--- config.mk ---
export PLATFORM = sky130hd
export DESIGN_NAME = pqs_controller
export DESIGN_NICKNAME = d
export VERILOG_FILES = /design/src/pqs_pkg.sv /design/src/pqs_controller.sv
export SDC_FILE = /design/constraint.sdc
export NUM_CORES = 1
export LEC_CHECK = 0
export ABC_AREA = 1
export CAP_MARGIN = 20
export CORE_ASPECT_RATIO = 0.75
export CORE_UTILIZATION = 32
export CTS_CLUSTER_SIZE = 14
export DETAILED_ROUTE_END_ITERATION = 8
export DONT_BUFFER_PORTS = 1
export SYNTH_ARGS = -nofsm -noshare
export SYNTH_HDL_FRONTEND = slang
export SYNTH_SLANG_ARGS = --single-unit
--- constraint.sdc ---
create_clock -name clk -period 1.5 [get_ports clk]
set_input_delay 0.15 -clock clk [delete_from_list [all_inputs] [get_ports clk]]
set_output_delay 0.15 -clock clk [all_outputs]
set_load 0.02 [all_outputs]
--- src/pqs_pkg.sv ---
// Shared types and constants for the three-level priority index queue.
// No dependencies; pqs_datapath, pqs_controller and the top level import this package.
package pqs_pkg;

    localparam int IDX_W  = 12;
    localparam int PRIO_W = 2;
    localparam int STAT_W = 3;
    localparam int ACT_W  = 3;
    localparam int CNT_W  = 13;

    localparam logic [CNT_W-1:0] ITEM_COUNT_RESET = 13'd4096;

    typedef enum logic [ACT_W-1:0] {
        ACT_PEEK  = 3'd0,
        ACT_POP   = 3'd1,
        ACT_PUSH  = 3'd2,
        ACT_SETP  = 3'd3,
        ACT_GETP  = 3'd4,
        ACT_CLEAR = 3'd5
    } action_t;

    typedef enum logic [STAT_W-1:0] {
        ST_OK         = 3'd0,
        ST_BAD        = 3'd1,
        ST_ALREADY    = 3'd2,
        ST_NOT_QUEUED = 3'd3,
        ST_EMPTY      = 3'd4
    } status_t;

    localparam logic [PRIO_W-1:0] PRIO_LOW    = 2'd0;
    localparam logic [PRIO_W-1:0] PRIO_NORMAL = 2'd1;
    localparam logic [PRIO_W-1:0] PRIO_HIGH   = 2'd2;

    typedef enum logic [1:0] {
        FS_ZERO = 2'd0,
        FS_HEAD = 2'd1,
        FS_X    = 2'd2
    } front_src_t;

    typedef struct packed {
        logic       accept;
        logic       x_from_head;
        logic       sweep_init;
        logic       sweep_clear;
        logic       clr_lists;
        logic       take_attr;
        logic       link_rd;
        logic       unlink;
        logic       unlink_pop;
        logic       append1;
        logic       append2;
        logic       res_load;
        status_t    res_status;
        front_src_t res_front;
        logic       res_prio;
    } cmd_t;

    typedef struct packed {
        logic all_empty;
        logic ix_valid;
        logic np_ok;
        logic queued;
        logic same_prio;
        logic sweep_last;
    } stat_t;

endpackage

--- src/pqs_controller.sv ---
// Controller state machine: sequences memory sweeps, attribute reads,
// unlink and append steps. Depends on pqs_pkg.
module pqs_controller (
    input  logic                      clk,
    input  logic                      rst_n,
    input  logic                      start,
    input  logic [pqs_pkg::ACT_W-1:0] action,
    input  pqs_pkg::stat_t            stat,
    output pqs_pkg::cmd_t             cmd,
    output logic                      busy,
    output logic                      done
);
    import pqs_pkg::*;

    typedef enum logic [8:0] {
        S_INIT   = 9'b000000001,
        S_IDLE   = 9'b000000010,
        S_ATTR   = 9'b000000100,
        S_LRD    = 9'b000001000,
        S_UNLINK = 9'b000010000,
        S_APP1   = 9'b000100000,
        S_APP2   = 9'b001000000,
        S_CLEAR  = 9'b010000000,
        S_RESP   = 9'b100000000
    } state_t;

    state_t  state_reg;
    state_t  state_next;
    action_t act_reg;
    action_t act_in;

    assign act_in = action_t'(action);
    assign busy   = (state_reg != S_IDLE);
    assign done   = (state_reg == S_RESP);

    always_comb
    begin
        state_next = state_reg;
        cmd        = '0;
        cmd.res_status = ST_OK;
        cmd.res_front  = FS_ZERO;
        unique case (state_reg)
            S_INIT:
            begin
                cmd.sweep_init = 1'b1;
                if (stat.sweep_last)
                begin
                    state_next = S_IDLE;
                end
            end
            S_IDLE:
            begin
                if (start)
                begin
                    cmd.accept      = 1'b1;
                    cmd.x_from_head = (act_in == ACT_POP);
                    state_next      = S_RESP;
                    cmd.res_load    = 1'b1;
                    priority case (act_in)
                        ACT_PEEK, ACT_POP:
                        begin
                            if (stat.all_empty)
                            begin
                                cmd.res_status = ST_EMPTY;
                            end
                            else if (act_in == ACT_PEEK)
                            begin
                                cmd.res_front = FS_HEAD;
                            end
                            else
                            begin
                                cmd.res_load = 1'b0;
                                state_next   = S_LRD;
                            end
                        end
                        ACT_PUSH, ACT_GETP, ACT_SETP:
                        begin
                            if (!stat.ix_valid || (act_in == ACT_SETP && !stat.np_ok))
                            begin
                                cmd.res_status = ST_BAD;
                            end
                            else
                            begin
                                cmd.res_load = 1'b0;
                                state_next   = S_ATTR;
                            end
                        end
                        ACT_CLEAR:
                        begin
                            cmd.res_load  = 1'b0;
                            cmd.clr_lists = 1'b1;
                            state_next    = S_CLEAR;
                        end
                        default:
                        begin
                            cmd.res_status = ST_BAD;
                        end
                    endcase
                end
            end
            S_ATTR:
            begin
                state_next   = S_RESP;
                cmd.res_load = 1'b1;
                priority case (act_reg)
                    ACT_PUSH:
                    begin
                        if (stat.queued)
                        begin
                            cmd.res_status = ST_ALREADY;
                        end
                        else
                        begin
                            cmd.res_load  = 1'b0;
                            cmd.take_attr = 1'b1;
                            state_next    = S_APP1;
                        end
                    end
                    ACT_SETP:
                    begin
                        if (!stat.queued)
                        begin
                            cmd.res_status = ST_NOT_QUEUED;
                        end
                        else if (!stat.same_prio)
                        begin
                            cmd.res_load  = 1'b0;
                            cmd.take_attr = 1'b1;
                            state_next    = S_LRD;
                        end
                    end
                    default:
                    begin
                        cmd.res_prio = 1'b1;
                    end
                endcase
            end
            S_LRD:
            begin
                cmd.link_rd = 1'b1;
                state_next  = S_UNLINK;
            end
            S_UNLINK:
            begin
                cmd.unlink = 1'b1;
                if (act_reg == ACT_POP)
                begin
                    cmd.unlink_pop = 1'b1;
                    cmd.res_load   = 1'b1;
                    cmd.res_front  = FS_X;
                    state_next     = S_RESP;
                end
                else
                begin
                    state_next = S_APP1;
                end
            end
            S_APP1:
            begin
                cmd.append1 = 1'b1;
                state_next  = S_APP2;
            end
            S_APP2:
            begin
                cmd.append2  = 1'b1;
                cmd.res_load = 1'b1;
                state_next   = S_RESP;
            end
            S_CLEAR:
            begin
                cmd.sweep_clear = 1'b1;
                if (stat.sweep_last)
                begin
                    cmd.res_load = 1'b1;
                    state_next   = S_RESP;
                end
            end
            S_RESP:
            begin
                state_next = S_IDLE;
            end
            default:
            begin
                state_next = S_IDLE;
            end
        endcase
    end

    always_ff @(posedge clk or negedge rst_n)
    begin
        if (!rst_n)
        begin
            state_reg <= S_INIT;
            act_reg   <= ACT_PEEK;
        end
        else
        begin
            state_reg <= state_next;
            if (cmd.accept)
            begin
                act_reg <= act_in;
            end
        end
    end
endmodule

==> flow_metrics.py <==
metrics = {
    "outcome": {
        "status": "finished, violations left",
        "violations": "negative setup slack",
    },
    "cells_and_area": {
        "syn_to_final_growth_pct": 76.2,
        "regArea_um2": 307,
        "postLayoutCellArea_um2": 1700,
        "largest_register_ffs": 9,
        "diodes": 0,
        "nNetsFinal": 208,
        "fill_cells": 223,
        "multi_input_area_um2": 787,
        "drive_gt1_share_pct": 59.0,
    },
    "power_and_ir_drop": {
        "p_per_area_nw_per_um2": 1380,
        "peakVddDrop_mv": 0.702,
        "p_leak_uw": 0.000861,
    },
    "die": {
        "die_h_um": 49.6,
        "start_util_pct": 35.3,
        "placement_rows": 16,
        "core_um2": 2740,
        "dieWidth_um": 65.5,
        "io_pins": 32,
        "die-area_um2": 3250,
    },
    "placed_design": {
        "portBuffers": 0,
        "placed_area_um2": 1200,
        "dpl_worst_slack_ns": -0.0430,
        "gp_congestion": 0.855,
        "hpwlAfterDp_um": 2060,
    },
    "timing": {
        "relSlewSlack_pct": 62.0,
        "fin_worst_skew_ns": 0.00700,
        "rsz0062_at_grt": "true",
        "period_needed_ns": 1.85,
        "report.final.slew_viol_count": 0,
        "setup_viol": 26,
        "max_freq_ghz": 0.541,
        "worstMarginPinSlew_ns": 0.569,
        "fin_tns_setup_ns": -4.49,
        "fin_crit_sh_pct": 123,
        "hold_violations": 0,
        "worst_slack_ns": -0.348,
    },
    "clock_tree": {
        "clk-insertion-delay-late_ns": 0.24,
        "clock-sinks": 12,
        "cts_tree": "built",
        "cts-buffers-inserted": 3,
        "h-tree-depth": 1,
        "clock-root-buffer": "clkbuf_8",
        "clk_pin_slew_ns": 0.06,
        "cts_buffer_depth": 2,
    },
    "logic_synthesis": {
        "synth_top_family_by_area": "simple AND/OR/NAND/NOR gates",
        "muxShareOfSynthArea_pct": 0,
        "synthSimpleGateAreaFrac_pct": 48.4,
        "avgSynthCellArea_um2": 6.36,
        "synth_edf_count": 0,
        "syn-num-nets": 164,
        "yosysTopAreaCellShare_pct": 28.5,
        "yosys_warnings": 0,
        "synth_compound_area_share_pct": 6.47,
        "netlist.top_cell.by_area": "dfrtp_1",
        "synth_common_cells": "inv_1, nand2_1, nor2_1, nand3_1, dfrtp_1",
        "synthCells": 152,
        "synth_adder_area_share_pct": 0,
        "ys_seq_area_share_pct": 31.2,
        "synthMostInstantiatedCell": "inv_1",
        "synthTopCellsByArea": "dfrtp_1, inv_1, nand2_1",
        "syn_area_um2": 967,
        "synth_flop_cell": "dfrtp_1",
        "ys_seq_elements": 12,
        "yosysUniqueCellTypes": 22,
        "async_flop_share_pct": 100,
        "synth-xor-area-share_pct": 0,
    },
    "route": {
        "wire_per_inst_um": 14.6,
        "routed_via_density": 5.13,
        "remaining_drc_errors": 0,
        "dr.first_iter.drc_count": 43,
        "wl_um": 3360,
        "firstDrtPassIters": 4,
        "postRouteAntennaNets": 0,
        "dr_total_vias": 1184,
    },
    "setup_path": {
        "critical_path_class": "reg -> out",
        "r2r_slack_ns": -0.20,
        "cpPeakStageDelay_ns": 0.41,
        "crit_path_top_delay_cell": "dfrtp_1",
        "path_cells": "buf_4 -> nor3_2 -> nand3_2 -> o21ai_1 -> inv_1 -> nand3_2",
        "arrival_ns": 1.70,
        "cp_common_cell": "nand3_2",
        "critPathCaptureType": "output port",
        "worstPathMaxFanout": 4,
        "critPathLaunchType": "flop",
        "required_ns": 1.35,
    },
    "global_routing": {
        "grt_max_degree": 13,
        "grt_pass1_vias": 1226,
        "grt_pass1_wl_um": 5330,
        "grt_usage_pct": 22.0,
        "grt.overflow.total": 0,
        "antenna_found_initial": 0,
    },
    "job": {
        "maxCapViolations": 0,
    },
    "min_path": {
        "holdCritPathClass": "in -> reg",
    },
}
-- critical path, delay by kind of cell (launching register included) --
family	cells	cell delay, ns
AO/OA/AOI/OAI	1	0.22
AND/OR/NAND/NOR	3	0.56
flip-flops	1	0.41
buffers and inverters	2	0.28
-- metrics by stage --
| step | hold slack [ns] | instances | util, % | power [uW] |
|---|---|---|---|---|
| 3_3_place_gp | -0.145 | 206 | 43.9 | 1380 |
| 6_report | 0.0249 | 231 | 62.1 | 2350 |
| 4_1_cts | 0.0443 | 232 | 57.6 | 2130 |
| 5_1_grt | 0.0228 | 231 | 62.1 | 2510 |
| 3_5_place_dp | -0.145 | 206 | 43.9 | 1390 |
| 2_1_floorplan | -0.146 | 152 | - | 1160 |
-- routing by layer --
metal | track usage (%) | share of wire, %
met1 | 24.0 | 40
met2 | 37.8 | 50
met3 | 6.25 | 6.1
met4 | 12.7 | 4.1
met5 | 0 | 0
-- path summary, 6_finish.rpt --
kind                                            endpoint  cells past startpoint                      from
worst max-delay path                              cmd[6]                      6  state_reg[4]$_DFFE_PN0P_
worst min-delay path              act_reg[1]$_DFFE_PN0P_                      2                 action[1]
worst max register to register  state_reg[2]$_DFFE_PN0P_                     12  state_reg[7]$_DFFE_PN0P_
worst min register to register  state_reg[0]$_DFFE_PN1P_                      2  state_reg[0]$_DFFE_PN1P_
max in group asynchronous       state_reg[3]$_DFFE_PN0P_                      1                     rst_n
min in group asynchronous       state_reg[8]$_DFFE_PN0P_                      1                     rst_n
-- power breakdown --
group          leakage [uW]  total (uW)  switching, uW  internal (uW)
Combinational      0.000682        1490            857            632
Sequential         0.000150         503            104            399
Clock             0.0000288         356            124            232
-- cell type report --
type,count,area share (%)
Clock buffer,4,3.23
Inverter,36,9.10
Multi-Input combinational cell,104,46.2
Sequential cell,12,18.0
Tap cell,36,2.64
Timing Repair Buffer,39,20.9
-- placed cells by master, fill, tap and decap left out, types with 2 or more instances in the layout --
| cell | instances |
|---|---|
| a21oi_2 | 2 |
| buf_4 | 22 |
| buf_6 | 16 |
| clkbuf_8 | 4 |
| dfrtp_1 | 7 |
| dfrtp_2 | 4 |
| inv_1 | 22 |
| inv_2 | 8 |
| inv_4 | 4 |
| inv_6 | 2 |
| nand2_1 | 17 |
| nand2_2 | 10 |
| nand2_4 | 5 |
| nand3_1 | 8 |
| nand3_2 | 8 |
| nor2_1 | 14 |
| nor2_2 | 8 |
| nor2_4 | 7 |
| nor2_8 | 2 |
| nor3_1 | 2 |
| nor3_2 | 2 |
| nor3_4 | 4 |
| nor4_4 | 2 |
| o21ai_0 | 2 |
| o21ai_1 | 4 |
-- logic make-up after synthesis --
group,after synthesis
simple gates,92
buf+inv,36
flops,12
compound gates,12
-- repair_timing --
item,CTS,global route
cloned,0,0
pin swaps,17,16
setup endpoints to repair,20,29
resized for setup,47,46
buffers inserted,22,4
endpoints found under the hold margin,12,0
hold buffers,1,0
Note: power is estimated with default switching activity, not from simulation.
